## config.mk

```make
export PLATFORM = sky130hd
export DESIGN_NAME = sliding_window_ack_engine_core
export DESIGN_NICKNAME = d
export VERILOG_FILES = /design/src/hdl/swae_pkg.sv /design/src/hdl/swae_out_stage.sv /design/src/hdl/sliding_window_ack_engine_core.sv
export SDC_FILE = /design/constraint.sdc
export NUM_CORES = 1
export LEC_CHECK = 0
export BUFFER_PORTS_ARGS = -buffer_cell sky130_fd_sc_hd__buf_2
export CAP_MARGIN = 20
export CORE_AREA = 3 3 99 101
export DETAILED_ROUTE_END_ITERATION = 10
export DIE_AREA = 0 0 102 104
export GPL_TIMING_DRIVEN = 0
export REMOVE_ABC_BUFFERS = 1
export SYNTH_ARGS = -nofsm -noshare
export SYNTH_HDL_FRONTEND = slang
export SYNTH_SLANG_ARGS = --single-unit
export TNS_END_PERCENT = 10
```

## constraint.sdc

```tcl
create_clock -name clk_i -period 8.7 [get_ports clk_i]
set_input_delay 0 -clock clk_i [delete_from_list [all_inputs] [get_ports clk_i]]
set_output_delay 0 -clock clk_i [all_outputs]
set_load 0.03 [all_outputs]
```

## src/hdl/swae_pkg.sv

```systemverilog
package swae_pkg;

  localparam int unsigned SeqW = 3;
  localparam int unsigned ChkMarks = 8;

  localparam logic [2:0] ACT_DATA    = 3'd0;
  localparam logic [2:0] ACT_ACK     = 3'd1;
  localparam logic [2:0] ACT_NAK     = 3'd2;
  localparam logic [2:0] ACT_CHECK   = 3'd3;
  localparam logic [2:0] ACT_END_SEQ = 3'd4;
  localparam logic [2:0] ACT_TIMEOUT = 3'd5;
  localparam logic [2:0] ACT_QUEUE   = 3'd6;
  localparam logic [2:0] ACT_NONE    = 3'd7;

  typedef enum logic [2:0] {
    KIND_ACK     = 3'd0,
    KIND_NAK     = 3'd1,
    KIND_RESEND  = 3'd2,
    KIND_CHECK   = 3'd3,
    KIND_DELIVER = 3'd4,
    KIND_TX_NEW  = 3'd5,
    KIND_FULL    = 3'd6
  } kind_e;

  typedef struct packed {
    logic            valid;
    kind_e           kind;
    logic [SeqW-1:0] win;
  } swae_emit_t;

  typedef enum logic [3:0] {
    UOP_FLUSH,
    UOP_DISPATCH,
    UOP_DATA_MARK,
    UOP_DELIVER,
    UOP_ANSWER,
    UOP_ACK_CLEAR,
    UOP_RETIRE,
    UOP_NAK,
    UOP_TIMEOUT,
    UOP_QUEUE,
    UOP_END
  } uop_e;

  typedef logic [3:0] upc_t;

  localparam upc_t PC_FLUSH      = 4'd0;
  localparam upc_t PC_DISPATCH   = 4'd1;
  localparam upc_t PC_DATA_MARK  = 4'd2;
  localparam upc_t PC_DELIVER    = 4'd3;
  localparam upc_t PC_ANSWER     = 4'd4;
  localparam upc_t PC_ACK_CLEAR  = 4'd5;
  localparam upc_t PC_ACK_RETIRE = 4'd6;
  localparam upc_t PC_NAK        = 4'd7;
  localparam upc_t PC_TIMEOUT    = 4'd8;
  localparam upc_t PC_Q_RETIRE   = 4'd9;
  localparam upc_t PC_QUEUE      = 4'd10;
  localparam upc_t PC_END        = 4'd11;

  typedef struct packed {
    uop_e uop;
    upc_t next;
  } ctrl_word_t;

  function automatic ctrl_word_t ucode_rom(input upc_t pc);
    ctrl_word_t w;
    unique case (pc)
      PC_FLUSH:      w = '{uop: UOP_FLUSH,     next: PC_DISPATCH};
      PC_DISPATCH:   w = '{uop: UOP_DISPATCH,  next: PC_END};
      PC_DATA_MARK:  w = '{uop: UOP_DATA_MARK, next: PC_DELIVER};
      PC_DELIVER:    w = '{uop: UOP_DELIVER,   next: PC_ANSWER};
      PC_ANSWER:     w = '{uop: UOP_ANSWER,    next: PC_END};
      PC_ACK_CLEAR:  w = '{uop: UOP_ACK_CLEAR, next: PC_ACK_RETIRE};
      PC_ACK_RETIRE: w = '{uop: UOP_RETIRE,    next: PC_END};
      PC_NAK:        w = '{uop: UOP_NAK,       next: PC_END};
      PC_TIMEOUT:    w = '{uop: UOP_TIMEOUT,   next: PC_END};
      PC_Q_RETIRE:   w = '{uop: UOP_RETIRE,    next: PC_QUEUE};
      PC_QUEUE:      w = '{uop: UOP_QUEUE,     next: PC_END};
      default:       w = '{uop: UOP_END,       next: PC_END};
    endcase
    return w;
  endfunction

  function automatic upc_t dispatch_target(input logic [2:0] action);
    upc_t t;
    unique case (action)
      ACT_DATA:    t = PC_DATA_MARK;
      ACT_ACK:     t = PC_ACK_CLEAR;
      ACT_NAK:     t = PC_NAK;
      ACT_TIMEOUT: t = PC_TIMEOUT;
      ACT_QUEUE:   t = PC_Q_RETIRE;
      default:     t = PC_END;
    endcase
    return t;
  endfunction

endpackage

```

## src/hdl/swae_out_stage.sv

```systemverilog
module swae_out_stage
  import swae_pkg::*;
(
  input  logic       clk_i,
  input  logic       rst_ni,
  input  swae_emit_t emit_i,
  input  logic       finish_i,
  output logic       stall_o,
  output logic       m_axis_tvalid,
  input  logic       m_axis_tready,
  output logic [7:0] m_axis_tdata,  // [2:0] out_window, [7:3] zero
  output logic [2:0] m_axis_tuser,  // [2:0] kind
  output logic       m_axis_tlast
);

  logic            pend_valid_q;
  kind_e           pend_kind_q;
  logic [SeqW-1:0] pend_win_q;
  logic            out_valid_q;
  kind_e           out_kind_q;
  logic [SeqW-1:0] out_win_q;
  logic            out_last_q;
  logic            out_busy;
  logic            need_push;

  // one result is held back so the final one of an item can be tagged last
  assign out_busy  = out_valid_q && !m_axis_tready;
  assign need_push = pend_valid_q && (emit_i.valid || finish_i);
  assign stall_o   = need_push && out_busy;

  always_ff @(posedge clk_i or negedge rst_ni) begin
    if (!rst_ni) begin
      pend_valid_q <= 1'b0;
      out_valid_q  <= 1'b0;
    end else if (!stall_o) begin
      if (need_push) begin
        out_valid_q <= 1'b1;
      end else if (m_axis_tready) begin
        out_valid_q <= 1'b0;
      end
      if (emit_i.valid) begin
        pend_valid_q <= 1'b1;
      end else if (finish_i) begin
        pend_valid_q <= 1'b0;
      end
    end
  end

  always_ff @(posedge clk_i) begin
    if (!stall_o) begin
      if (need_push) begin
        out_kind_q <= pend_kind_q;
        out_win_q  <= pend_win_q;
        out_last_q <= finish_i;
      end
      if (emit_i.valid) begin
        pend_kind_q <= emit_i.kind;
        pend_win_q  <= emit_i.win;
      end
    end
  end

  assign m_axis_tvalid = out_valid_q;
  assign m_axis_tdata  = {5'b0, out_win_q};
  assign m_axis_tuser  = out_kind_q;
  assign m_axis_tlast  = out_last_q;

endmodule

```

## src/hdl/sliding_window_ack_engine_core.sv

```systemverilog
// Selective-repeat window controller, WINDOW_SLOTS receive and transmit windows in a
// modulo-8 sequence space. Each input item is one link event (action in tuser, sequence
// number in tdata); each result carries its kind in tuser, the sequence number in tdata
// and tlast on the final result of the item. Check and unknown events are absorbed in
// the accept cycle. Every other event runs a short microprogram, one control word per
// cycle while the output stage does not stall, and holds tready low from its accept
// through its closing step: a flush step that skips or scans the check marks (always
// scanned for end of sequence), one dispatch step, one step per delivered or retired
// window plus one that finds the head empty, one per window slot for a timeout, one
// mark, nak or queue step and the closing step. With four windows the longest item is
// data with pending checks that delivers four windows; the output side can also hold
// tready low once the held-back result and the output register are both full.
module sliding_window_ack_engine_core
  import swae_pkg::*;
#(
  parameter int unsigned WINDOW_SLOTS = 4
) (
  input  logic       clk_i,
  input  logic       rst_ni,
  input  logic       s_axis_tvalid,
  output logic       s_axis_tready,
  input  logic [7:0] s_axis_tdata,  // [2:0] window, [7:3] zero
  input  logic [2:0] s_axis_tuser,  // [2:0] action
  output logic       m_axis_tvalid,
  input  logic       m_axis_tready,
  output logic [7:0] m_axis_tdata,  // [2:0] out_window, [7:3] zero
  output logic [2:0] m_axis_tuser,  // [2:0] kind
  output logic       m_axis_tlast
);

  localparam logic [2:0] Slots3   = 3'(WINDOW_SLOTS);
  localparam logic [2:0] LastSlot = 3'(WINDOW_SLOTS - 1);
  localparam logic [2:0] LastMark = 3'(ChkMarks - 1);

  logic                    busy_q, busy_d;
  upc_t                    upc_q, upc_d;
  logic [2:0]              cnt_q, cnt_d;
  logic [2:0]              act_q;
  logic [SeqW-1:0]         win_q;
  logic [WINDOW_SLOTS-1:0] rx_ready_q, rx_ready_d;
  logic [SeqW-1:0]         rx_start_q, rx_start_d;
  logic [WINDOW_SLOTS-1:0] tx_pend_q, tx_pend_d;
  logic [SeqW-1:0]         tx_start_q, tx_start_d;
  logic [2:0]              tx_used_q, tx_used_d;
  logic [ChkMarks-1:0]     marks_q, marks_d;
  logic                    chk_act_q, chk_act_d;

  ctrl_word_t      cw;
  swae_emit_t      emit;
  logic            finish;
  logic            stall;
  logic            accept;
  logic [2:0]      in_act;
  logic [SeqW-1:0] in_win;
  logic [SeqW-1:0] rx_off;
  logic [SeqW-1:0] tx_off;
  logic            tx_in;

  function automatic logic pick(input logic [WINDOW_SLOTS-1:0] v, input logic [2:0] idx);
    logic r;
    r = 1'b0;
    for (int i = 0; i < WINDOW_SLOTS; i++) begin
      if (idx == 3'(i)) r = v[i];
    end
    return r;
  endfunction

  function automatic logic [WINDOW_SLOTS-1:0] put(input logic [WINDOW_SLOTS-1:0] v,
                                                   input logic [2:0] idx, input logic b);
    logic [WINDOW_SLOTS-1:0] r;
    r = v;
    for (int i = 0; i < WINDOW_SLOTS; i++) begin
      if (idx == 3'(i)) r[i] = b;
    end
    return r;
  endfunction

  function automatic kind_e answer_kind(input logic [SeqW-1:0] w, input logic [SeqW-1:0] st,
                                        input logic [WINDOW_SLOTS-1:0] rdy);
    logic [SeqW-1:0] off;
    off = w - st;
    return (off < Slots3 && !pick(rdy, off)) ? KIND_NAK : KIND_ACK;
  endfunction

  assign in_act        = s_axis_tuser;
  assign in_win        = s_axis_tdata[2:0];
  assign s_axis_tready = !busy_q;
  assign accept        = s_axis_tvalid && s_axis_tready;
  assign cw            = ucode_rom(upc_q);
  assign rx_off        = win_q - rx_start_q;
  assign tx_off        = win_q - tx_start_q;
  assign tx_in         = (tx_off < tx_used_q) && (tx_off < Slots3);

  always_comb begin
    busy_d     = busy_q;
    upc_d      = upc_q;
    cnt_d      = cnt_q;
    rx_ready_d = rx_ready_q;
    rx_start_d = rx_start_q;
    tx_pend_d  = tx_pend_q;
    tx_start_d = tx_start_q;
    tx_used_d  = tx_used_q;
    marks_d    = marks_q;
    chk_act_d  = chk_act_q;
    emit       = '{valid: 1'b0, kind: KIND_ACK, win: '0};
    finish     = 1'b0;

    if (!busy_q) begin
      if (accept) begin
        if (in_act == ACT_CHECK) begin
          marks_d[in_win] = 1'b1;
          chk_act_d       = 1'b1;
        end else if (in_act != ACT_NONE) begin
          busy_d = 1'b1;
          upc_d  = PC_FLUSH;
          cnt_d  = '0;
        end
      end
    end else begin
      unique case (cw.uop)
        UOP_FLUSH: begin
          if (act_q == ACT_END_SEQ || chk_act_q) begin
            emit = '{valid: marks_q[cnt_q],
                     kind: answer_kind(cnt_q, rx_start_q, rx_ready_q), win: cnt_q};
            if (!stall) begin
              marks_d[cnt_q] = 1'b0;
              if (cnt_q == LastMark) begin
                chk_act_d = 1'b0;
                cnt_d     = '0;
                upc_d     = cw.next;
              end else begin
                cnt_d = cnt_q + 3'd1;
              end
            end
          end else begin
            upc_d = cw.next;
          end
        end
        UOP_DISPATCH: begin
          upc_d = dispatch_target(act_q);
        end
        UOP_DATA_MARK: begin
          if (rx_off < Slots3) begin
            rx_ready_d = put(rx_ready_q, rx_off, 1'b1);
            upc_d      = cw.next;
          end else begin
            upc_d = PC_ANSWER;
          end
        end
        UOP_DELIVER: begin
          if (rx_ready_q[0]) begin
            emit = '{valid: 1'b1, kind: KIND_DELIVER, win: rx_start_q};
            if (!stall) begin
              rx_ready_d = rx_ready_q >> 1;
              rx_start_d = rx_start_q + 3'd1;
            end
          end else begin
            upc_d = cw.next;
          end
        end
        UOP_ANSWER: begin
          emit = '{valid: 1'b1, kind: answer_kind(win_q, rx_start_q, rx_ready_q), win: win_q};
          if (!stall) upc_d = cw.next;
        end
        UOP_ACK_CLEAR: begin
          if (tx_in) tx_pend_d = put(tx_pend_q, tx_off, 1'b0);
          upc_d = cw.next;
        end
        UOP_RETIRE: begin
          if (tx_used_q != 3'd0 && !tx_pend_q[0]) begin
            tx_pend_d  = tx_pend_q >> 1;
            tx_used_d  = tx_used_q - 3'd1;
            tx_start_d = tx_start_q + 3'd1;
          end else begin
            upc_d = cw.next;
          end
        end
        UOP_NAK: begin
          emit = '{valid: tx_in, kind: KIND_RESEND, win: win_q};
          if (!stall) upc_d = cw.next;
        end
        UOP_TIMEOUT: begin
          emit = '{valid: (cnt_q < tx_used_q) && pick(tx_pend_q, cnt_q),
                   kind: KIND_CHECK, win: tx_start_q + cnt_q};
          if (!stall) begin
            if (cnt_q == LastSlot) begin
              cnt_d = '0;
              upc_d = cw.next;
            end else begin
              cnt_d = cnt_q + 3'd1;
            end
          end
        end
        UOP_QUEUE: begin
          if (tx_used_q < Slots3) begin
            emit = '{valid: 1'b1, kind: KIND_TX_NEW, win: tx_start_q + tx_used_q};
            if (!stall) begin
              tx_pend_d = put(tx_pend_q, tx_used_q, 1'b1);
              tx_used_d = tx_used_q + 3'd1;
            end
          end else begin
            emit = '{valid: 1'b1, kind: KIND_FULL, win: tx_start_q};
          end
          if (!stall) upc_d = cw.next;
        end
        UOP_END: begin
          finish = 1'b1;
          if (!stall) busy_d = 1'b0;
        end
        default: begin
          busy_d = 1'b0;
        end
      endcase
    end
  end

  always_ff @(posedge clk_i or negedge rst_ni) begin
    if (!rst_ni) begin
      busy_q     <= 1'b0;
      upc_q      <= PC_FLUSH;
      cnt_q      <= '0;
      rx_ready_q <= '0;
      rx_start_q <= '0;
      tx_pend_q  <= '0;
      tx_start_q <= '0;
      tx_used_q  <= '0;
      marks_q    <= '0;
      chk_act_q  <= 1'b0;
    end else begin
      busy_q     <= busy_d;
      upc_q      <= upc_d;
      cnt_q      <= cnt_d;
      rx_ready_q <= rx_ready_d;
      rx_start_q <= rx_start_d;
      tx_pend_q  <= tx_pend_d;
      tx_start_q <= tx_start_d;
      tx_used_q  <= tx_used_d;
      marks_q    <= marks_d;
      chk_act_q  <= chk_act_d;
    end
  end

  always_ff @(posedge clk_i) begin
    if (accept) begin
      act_q <= in_act;
      win_q <= in_win;
    end
  end

  swae_out_stage u_out_stage (
    .clk_i         (clk_i),
    .rst_ni        (rst_ni),
    .emit_i        (emit),
    .finish_i      (finish),
    .stall_o       (stall),
    .m_axis_tvalid (m_axis_tvalid),
    .m_axis_tready (m_axis_tready),
    .m_axis_tdata  (m_axis_tdata),
    .m_axis_tuser  (m_axis_tuser),
    .m_axis_tlast  (m_axis_tlast)
  );

endmodule

```

* Yosys cells after proc, flatten, opt, wreduce, memory -nomap -nowiden *
Memories as Yosys holds them, arrays and structs flattened.
Index checks and enable logic that the tools add are counted.
Widths: inputs -> output; s select.

storage, ports and cells
  register bits = 55
  output and inout port bits = 14
  input port bits = 15
  memory bits (read-only) = 128
  logic and storage cells = 280
  memories = 1

cells by class
  reductions and logical operators = 55
  multiplexer cells = 107
  bitwise operators = 4
  $lt $le $gt $ge = 10
  add/subtract/negate cells = 10
  equal/unequal tests = 68

memories
  name             words  bits a word  rd ports  clocked after Yosys merged registers in  wr ports  RTL line        text
  (no name shown)  16     8            1         0                                        0         swae_pkg.sv:67  unique case (pc)

operators by type and width
  operator             count
  $mux 4               20
  $mux 1               54
  $mux 8               6
  $ne 2x2->1 const B   21
  $pmux 7 s6           1
  $eq 3x2->1 const B   12
  $mux 3               12
  $pmux 4 s8           1
  $reduce_and 8->1     4
  $ne 3x3->1 const B   8
  $reduce_and 6->1     4
  $mux 7               3
  $pmux 4 s5           1
  $eq 3x1->1 const B   6
  $logic_not 3->1      6
  $eq 4x3->1 const B   4
  $reduce_bool 2->1    7
  $add 3x1->3 const B  4
  $eq 3x3->1 const B   4
  $eq 4x4->1 const B   3
  $lt 3x3->1 const B   4
  $pmux 3 s2           2
  $pmux 4 s3           1
  $logic_and 1x1->1    11
  other kinds (33)     55

* Depth between registers and ports, before layout *
Gate-level depths: netlist (run 1).

  depth after elaboration = 22
  mapped depth = 14
  mapped depth without buffers = 13

* Hierarchy *
A second synthesis (run 1) with hierarchy kept.

second synthesis, totals
  cells, all modules = 412
  area total of the unflattened synthesis = 3965.1 um2

by module, submodules not included
  module                          area each (um2)  cells each  sequential area each (um2)  times used
  sliding_window_ack_engine_core  3423.3           381         1031.0                      1
  swae_out_stage                  541.8            31          440.4                       1

* Worst setup path after synthesis (run 1) *
OpenSTA, ideal clock, no wires.

  path kind = register to register
  start = register tx_start_q[0]
  end = register u_out_stage.pend_kind_q[0] (enable)
  period minus slack after synthesis = 2.993 ns
  setup slack = 5.707 ns
  path buffers = 1
  required time = 8.350 ns
  cell stages (with the launch flop) = 13
  setup time = 0.350 ns
  arrival = 2.643 ns
  cells stage by stage = dfrtp_1 ha_1 inv_1 fa_1 ha_1 a21boi_0 o21ai_0 nand2_1 nor2_1 nor4_4 nor2_2 buf_6 nor2_1

on the way
  word-level cells in the longest chain between the ends = 10
  elaborated cells on any way between the ends = 11
  those cells by class = add/sub: 1; order compare: 2; mux: 2; bitwise: 1; reduce/logical: 5

RTL lines
  item                          RTL line                               text
  from (decl)                   sliding_window_ack_engine_core.sv:43   logic [SeqW-1:0] tx_start_q, tx_start_d;
  from (signal assigned)        sliding_window_ack_engine_core.sv:236  tx_start_q <= tx_start_d;
  $sub 3x3->3 *                 sliding_window_ack_engine_core.sv:91   assign tx_off = win_q - tx_start_q;
  $lt 3x3->1                    sliding_window_ack_engine_core.sv:92   assign tx_in = (tx_off < tx_used_q) && (tx_off < Slots3);
  $logic_and 1x1->1 *           sliding_window_ack_engine_core.sv:92
  $pmux 7 s6 *                  sliding_window_ack_engine_core.sv:120  unique case (cw.uop)
  $mux 7 *                      sliding_window_ack_engine_core.sv:108  if (!busy_q) begin
  $logic_or 1x1->1              swae_out_stage.sv:28                   assign need_push = pend_valid_q && (emit_i.valid || finish_i);
  $logic_and 1x1->1             swae_out_stage.sv:28
  $logic_and 1x1->1             swae_out_stage.sv:29                   assign stall_o = need_push && out_busy;
  $not 1->1 (no line)           --
  $reduce_and 2->1 (no line) *  --
  to (signal assigned)          swae_out_stage.sv:57                   pend_kind_q <= emit_i.kind;
  to (decl)                     swae_out_stage.sv:17                   kind_e pend_kind_q;

Every way passes the cells marked *; elsewhere a longest branch is shown, timed or not.
A chain may end at the register's enable or synchronous reset.

* Worst setup path after layout (run 1) *
  start = register upc_q[0]
  end = register upc_q[3]

on the way
  word-level cells in the longest chain between the ends = 9
  elaborated cells on any way between the ends = 40
  those cells by class = eq/ne: 18; mux: 15; reduce/logical: 6; memory: 1

RTL lines
  item                                                       RTL line                               text
  from (decl)                                                sliding_window_ack_engine_core.sv:36   upc_t upc_q, upc_d;
  from (signal assigned)                                     sliding_window_ack_engine_core.sv:231  upc_q <= upc_d;
  $mem_v2 16x8 *                                             --
  $eq 4x4->1, or another cell as far along                   sliding_window_ack_engine_core.sv:120
  $pmux 7 s6 / $mux 1 (equally long branches)                sliding_window_ack_engine_core.sv:120
  $mux 7 / $mux 1 (equally long branches)                    sliding_window_ack_engine_core.sv:108
  $logic_or 1x1->1                                           swae_out_stage.sv:28
  $logic_and 1x1->1                                          swae_out_stage.sv:28
  $logic_and 1x1->1                                          swae_out_stage.sv:29
  $ne 4x4->1 (no line) / $ne 3x3->1 (equally long branches)  --
  $reduce_and 11->1 (no line)                                --

Every way passes the cells marked *; elsewhere a longest branch is shown, timed or not. The select of a mux whose other input is x is not followed.

==> reports/qor.csv, run 1 <==
stage;metric;value;unit
route;first_pass_iters;4;
synth;synth_top_cell_area_share;0.223;
timing;finalMaxSlewViolations;0;
route;antenna_left;0;
cells_and_area;layout.cells.non_filler;555;
critical_path;reg2regPathDepth;9;
synth;avgSynthCellArea;9.44;um2
critical_path;timing.critical_path.to;upc_q[3];
clock_tree;cts_tree;yes;
global_route;track_usage;0.190;
timing;max_freq;258;MHz
route;wl_per_cell;17.2;um
die;io_pins;29;
synth;syn_area;4050;um2
critical_path;critPathLaunchType;flip-flop;
clock_tree;clk_pin_slew_worst_paths;0.11;ns
route;drc_errors;0;
run_status;status;completed;
cells_and_area;final_nets;491;
timing;setup_tns;0;ns
clock_tree;cts_root_buf;clkbuf_8;
synth;ys_ff_latch;55;
clock_tree;cts-htree-levels;2;
global_route;antenna_found_initial;0;
power;power_density;336;nW/um2
clock_tree;cts_buffers;5;
timing;rsz0062_at_grt;no;
critical_path;end_kind;flip-flop;
synth;synth.most_common_cell;nand2_1;
die;coreArea;9110;um2
synth;ys_dominant_reg_cell;dfrtp_1;
min_path;worstHoldStart;s_axis_tvalid;
timing;slew_headroom;0.317;
cells_and_area;utilization;0.480;
clock_tree;clkSinkCount;55;
placement;dpl.hpwl;7.05;mm
synth;yosys.area.top_type;dfrtp_1;
critical_path;rr_startpoint;upc_q[0];
global_route;grt_start_max_net_pins;37;
route;drt_wl_total;9.52;mm
power;ir_drop;0.000145;V
timing;worst_slew_pin_slew;1.02;ns
synth;ys_async_sr_fraction;0.655;
timing;hold_viol;0;
placement;post-place-ws;4.85;ns
die;dieArea;10600;um2
route;drt_iter0_drc;244;
synth;ys_types;78;
clock_tree;insertion_delay;0.32;ns
timing;final.setup_skew;0.0115;ns
clock_tree;clockBufferDepth;2;
synth;yosysSeqAreaShare;0.364;
critical_path;crit_fanout;19;
min_path;hp-class;in -> reg;
route;viasPerCell;5.82;
cells_and_area;drive_above_1_share;0.110;
critical_path;worstPathArrival;4.08;ns
global_route;first_global_vias;3265;
timing;fin_crit;3.87;ns
power;leakage;1.85;nW
critical_path;r2r_end;upc_q[3];
critical_path;crit_type;reg -> reg;
global_route;grt_pass1_wl;16.1;mm
die;start_util;0.444;
die;rows;35;
critical_path;crit_path_start;upc_q[0];
placement;dpl.cell_count;539;
synth;synthTopCellsByCount;41 x nand2_1, 36 x dfrtp_1, 36 x nor2_1;
die;die_x;102;um
timing;setup_viol;0;
synth;synthCells;429;
placement;gp_congestion;0.847;
global_route;grt_remaining_overflow;0;
cells_and_area;diodes;0;
run;maxCapViolCount;0;
die;chipHeight;104;um
critical_path;r2r_slack;4.83;ns
cells_and_area;finalInstanceArea;4370;um2
synth;synth_edf_count;19;
cells_and_area;area_delta_synth_final;8.01;%
timing;fin_crit_sh;0.445;
timing;worst_slack;4.83;ns
clock_tree;cts-resized-gates;0;
route;dr_total_vias;3228;
placement;dpl_cell_area;4150;um2
synth;ys_top_cells_by_area;dfrtp_1 22%, edfxtp_1 14%, ha_1 8.7%;
synth;ys_warn_count;0;
placement;portBuffers;18;
critical_path;worstPathRequired;8.91;ns
==> layout make-up <==
class	count	area (um2)
clock buffers	5	68.8
repair buffers	26	170
inverters	29	109
flip-flops and latches	55	1470
clock inverters	3	71.3
well taps	111	139
fillers	898	4740
multi-input cells	326	2340
==> per-stage QoR <==
stage / hold WS (ns) / power, mW
2_1_floorplan: -0.296 / 1.06
3_3_place_gp: 0.167 / 1.24
3_5_place_dp: 0.174 / 1.26
4_1_cts: 0.132 / 1.47
5_1_grt: 0.176 / 1.60
6_report: 0.129 / 1.47
==> state kept, by name (all words and copies together), names as in the netlist <==
name                       count
marks_q                        8
rx_ready_q                     4
tx_pend_q                      4
upc_q                          4
act_q                          3
cnt_q                          3
rx_start_q                     3
tx_start_q                     3
tx_used_q                      3
u_out_stage.m_axis_tuser       3
u_out_stage.out_win_q          3
u_out_stage.pend_kind_q        3
u_out_stage.pend_win_q         3
win_q                          3
busy_q                         1
chk_act_q                      1
u_out_stage.m_axis_tlast       1
u_out_stage.m_axis_tvalid      1
u_out_stage.pend_valid_q       1
==> worst min-delay path by stage <==
stage	slack [ns]	endpoint	cells past startpoint
after floorplan	-0.30	busy_q	0
after global placement	0.17	u_out_stage.m_axis_tvalid	1
after detailed placement	0.17	u_out_stage.m_axis_tvalid	1
after CTS	0.13	marks_q[7]	5
after global routing	0.18	marks_q[7]	5
final	0.13	marks_q[7]	5
==> critical path: stages (launching register included) <==
cell and delay (ns):
dfrtp_1 0.76, inv_2 0.22, ha_1 0.37, nor2_1 0.21, nand3_1 0.30, o41ai_2 0.46
nor4_4 0.11, nor2_2 0.72, a21oi_2 0.23, mux2_1 0.38
==> where the power goes <==
| part | total (mW) | leakage, nW | switching (mW) | internal (mW) |
|---|---|---|---|---|
| sequential | 0.502 | 0.605 | 0.142 | 0.360 |
| combinational | 0.758 | 1.17 | 0.449 | 0.309 |
| clock | 0.208 | 0.0703 | 0.0913 | 0.117 |
| total | 1.47 | 1.85 | 0.682 | 0.786 |
==> logic make-up after synthesis <==
logic type               after synthesis  share of synthesized area
buffers and inverters                 52                     0.0615
other                                  1                   0.000926
multiplexers                          14                     0.0436
flip-flops                            55                      0.364
adder cells (fa/ha/maj)               33                      0.111
XOR/XNOR                              17                     0.0402
AND/OR/NAND/NOR                      142                      0.185
AO/OA/AOI/OAI                        115                      0.194
==> repair_timing <==
action / in CTS / in global routing
endpoints found under the setup margin: 0 / 0
endpoints found under the hold margin: 44 / 0
buffers inserted: 0 / 0
hold buffers: 8 / 0
==> placed cells by master (no fill, tap or decap), types with 15 or more instances in the layout <==
cell type and n:
dfrtp_1 36, inv_1 25, nand2_1 41, o21ai_0 22, edfxtp_1 19, a31oi_1 15, buf_2 18, a21oi_1 26
nor2_1 36, ha_1 28
==> per-layer routing <==
| layer | global-route usage | wire length [um] |
|---|---|---|
| met1 | 0.250 | 4290 |
| met2 | 0.322 | 4690 |
| met3 | 0.0295 | 378 |
| met4 | 0.0487 | 167 |
| met5 | 0 | 0 |
Note: power is estimated with default switching activity, not from simulation.
==> run 2, diff against run 1 <==
ABC_AREA = 1   (was not set)
CORE_AREA = 3 3 101 103   (was 3 3 99 101)
DIE_AREA = 0 0 104 106   (was 0 0 102 104)
clock period = 3.15 ns   (was 8.7 ns; I/O delays follow)
==> run 2 against run 1 <==
Maximum frequency up 24%. Non-clock buffer count is 7 higher. Sequential power grew to 2.9 times the previous value. Combinational power rose to 3.8 times the previous value. Final cell count increased by 28%. Hold slack got worse by 0.042 ns. Cell area rose by 8.3%. Wire length rose by 5.0%. Via count grew 14%. Total power grew to 3.2 times the previous value. Clock power up 100%. Critical path depth is 12 higher. Critical endpoint is now marks_q[1].
==> reports/qor.csv, run 2 <==
stage;metric;value;unit;change
global_route;grt_pass1_wl;17.3;mm;+7.8%
route;drt_wl_total;9.99;mm;+5.0%
clock_tree;insertion_delay;0.32;ns;about the same
synth;yosysSeqAreaShare;0.352;;-0.0120
timing;fin_crit_sh;0.992;;+0.546
timing;holdWs;0.0866;ns;-0.0421 ns
synth;synthCells;550;;+28%
synth;synth_top_cell_area_share;0.215;;-0.00732
cells_and_area;mostFrequentLayoutCells;135 x nand2_1, 62 x inv_1, 39 x nor2_1;;
global_route;antenna_found_initial;0;;unchanged
power;ir_drop;0.000342;V;+140%
placement;portBuffers;18;;unchanged
critical_path;r2r_end;marks_q[1];;
synth;yosys.area.top_type;dfrtp_1;;
cells_and_area;regMostFlops;marks_q;;
cells_and_area;area_delta_synth_final;13.1;%;
route;first_pass_iters;4;;unchanged
timing;rsz0062_at_grt;yes;;
critical_path;crit_chain;inv_2, ha_4, inv_2, fa_2, nand3b_1, nand2_2, inv_2, ha_4, a21o_1, nor2_2, nand2_2, nor2_1, nor2_1, nand3_2, nand2_4, nand2_4, nand3_4, nand2_4, clkinvlp_4, nand3_2, nand2_1;;
synth;synthTopCellsByCount;142 x nand2_1, 65 x inv_1, 42 x nor2_1;;
synth;synth_edf_count;19;;unchanged
power;p_int;2.28;mW;+190%
cells_and_area;final_common_cell;nand2_1;;
critical_path;slowest_stage;edfxtp_1;;
die;die_x;104;um;+2.0%
min_path;holdPathStages;5;;unchanged
placement;dpl.hpwl;7.18;mm;+1.9%
synth;synth.most_common_cell;nand2_1;;
route;wl_per_cell;14.1;um;-18%
critical_path;worstPathArrival;3.33;ns;-0.75 ns
cells_and_area;largest_reg_flops;8;;unchanged
placement;post-place-ws;-0.373;ns;-5.22 ns
power;p_sw;2.49;mW;+270%
timing;hold_viol;0;;unchanged
die;coreArea;9280;um2;+1.9%
synth;ys_top_cells_by_area;dfrtp_1 22%, edfxtp_1 14%, nand2_1 13%;;
power;pwr-share-comb;0.611;;+0.094
power;pwr-share-clk;0.088;;-0.054
timing;finalMaxSlewViolations;0;;unchanged
timing;setup_tns;0;ns;unchanged
min_path;worstHoldStart;s_axis_tvalid;;
critical_path;crit_type;reg -> reg;;
clock_tree;cts_buffers;5;;unchanged
synth;ys_dominant_reg_cell;dfrtp_1;;
route;drc_errors;0;;unchanged
cells_and_area;regArea;1470;um2;+0.17%
critical_path;reg2regPathDepth;21;;+12
power;seq_power_share;0.301;;-0.041
route;drt_iter0_drc;186;;-24%
critical_path;slowest_delay;0.45;ns;-0.31 ns
cells_and_area;finalInstanceArea;4730;um2;+8.3%
global_route;first_global_vias;3589;;+9.9%
timing;slew_headroom;0.349;;+0.0324
critical_path;crit_fanout;7;;-12
cells_and_area;multi_input_area;2490;um2;+6.3%
placement;gp_congestion;0.880;;+4.0%
global_route;grt_remaining_overflow;0;;unchanged
global_route;track_usage;0.189;;-0.00104
synth;syn_area;4190;um2;+3.4%
cells_and_area;fill_cells;917;;+2.1%
die;start_util;0.451;;+0.00644
clock_tree;clockBufferDepth;2;;unchanged
critical_path;end_kind;flip-flop;;
run_status;status;completed;;
synth;ys_types;48;;-38%
timing;worst_slack;0.0268;ns;-4.80 ns
die;rows;35;;unchanged
synth;ys_warn_count;0;;unchanged
critical_path;worstPathRequired;3.36;ns;-5.55 ns
clock_tree;cts_tree;yes;;
run;maxCapViolCount;0;;unchanged
timing;final.setup_skew;0.00926;ns;-0.00225 ns
min_path;min_to;chk_act_q;;
synth;ys_async_sr_fraction;0.655;;unchanged
die;dieArea;11000;um2;+3.9%
cells_and_area;drive_above_1_share;0.157;;+0.0468
cells_and_area;final_nets;626;;+27%
cells_and_area;diodes;0;;unchanged
timing;max_freq;320;MHz;+24%
critical_path;r2r_slack;0.03;ns;-4.80 ns
die;io_pins;29;;unchanged
global_route;grt_start_max_net_pins;37;;unchanged
synth;ys_ff_latch;55;;unchanged
timing;worst_slew_pin_slew;0.970;ns;-0.0530 ns
synth;avgSynthCellArea;7.61;um2;-19%
route;antenna_left;0;;unchanged
die;chipHeight;106;um;+1.9%
critical_path;rr_startpoint;win_q[0];;
power;power_density;1010;nW/um2;+200%
cells_and_area;utilization;0.510;;+0.0300
clock_tree;cts_root_buf;clkbuf_8;;
route;dr_total_vias;3693;;+14%
clock_tree;cts-htree-levels;2;;unchanged
power;p_sw_frac;0.523;;+0.0582
clock_tree;clk_pin_slew_worst_paths;0.10;ns;about the same
power;leakage;2.27;nW;+23%
timing;setup_viol;0;;unchanged
critical_path;critPathLaunchType;flip-flop;;
clock_tree;clkSinkCount;55;;unchanged
placement;dpl_cell_area;4360;um2;+4.9%
min_path;hp-class;in -> reg;;
route;viasPerCell;5.22;;-10%
timing;fin_crit;3.12;ns;-0.751 ns
==> run 2: logic make-up after synthesis <==
kind of cell | Yosys count | synth area share
AOI/OAI and AO/OA | 93 | 0.135
xor gates and xnor gates | 15 | 0.0314
adders and majority gates | 33 | 0.108
buffers and inverters | 91 | 0.0900
DFF | 55 | 0.352
other | 1 | 0.000896
and+or+nand+nor | 262 | 0.284
==> run 2: worst max-delay path by stage <==
stage | start | endpoint | slack (ns) | cells after the start
floorplan | tx_start_q[0] | u_out_stage.m_axis_tlast | 0.15 | 17
global placement | win_q[0] | u_out_stage.pend_win_q[1] | -0.34 | 20
detailed placement | win_q[0] | u_out_stage.pend_win_q[1] | -0.37 | 20
CTS | win_q[0] | cnt_q[0] | 0.03 | 22
global route | win_q[0] | marks_q[1] | -0.21 | 21
finish | win_q[0] | marks_q[1] | 0.03 | 21
==> run 2: what timing repair did <==
item / CTS / global route
setup buffers: 3 / 4
hold buffers: 8 / 0
hold endpoints to repair: 43 / 0
gates resized for setup: 15 / 24
endpoints found under the setup margin: 40 / 42
pin swaps: 5 / 14
cloned: 1 / 0
==> run 2: power by group through the flow <==
stage / logic, mW / registers [mW] / clock network [mW]
floorplan: 2.01 / 1.40 / 0
global placement: 2.61 / 1.43 / 0
detailed placement: 2.64 / 1.43 / 0
CTS: 2.76 / 1.42 / 0.434
global route: 3.34 / 1.48 / 0.464
finish: 2.91 / 1.44 / 0.421
==> run 2: through the flow <==
step / instances / total power [mW]
after floorplan: 537 / 3.41
after global placement: 684 / 4.03
after detailed placement: 684 / 4.07
after CTS: 704 / 4.62
after global routing: 708 / 5.29
final: 708 / 4.77
==> run 2: final cells by class <==
class,count,area share
Clock buffer,7,0.0182
Multi-Input combinational cell,408,0.526
Inverter,74,0.0608
Clock inverter,1,0.00106
Sequential cell,55,0.311
Tap cell,129,0.0341
Timing Repair Buffer,33,0.0470
Timing Repair inverter,1,0.00159
==> run 2: worst max-delay path: cells and delay by family (launching register included) <==
| kind | cells | cell delay [ns] |
|---|---|---|
| adders and majority gates | 3 | 0.67 |
| and+or+nand+nor | 13 | 1.33 |
| AOI/OAI and AO/OA | 1 | 0.16 |
| DFF | 1 | 0.45 |
| buffers and inverters | 4 | 0.38 |
==> run 2: layer usage <==
metal | vias to the layer above | global-route usage | part of all wire
met5 | - | 0 | 0
met1 | 1708 | 0.259 | 0.47
met3 | 8 | 0.0231 | 0.047
li1 | 1867 | - | -
met4 | 0 | 0.0418 | 0.013
met2 | 110 | 0.320 | 0.47
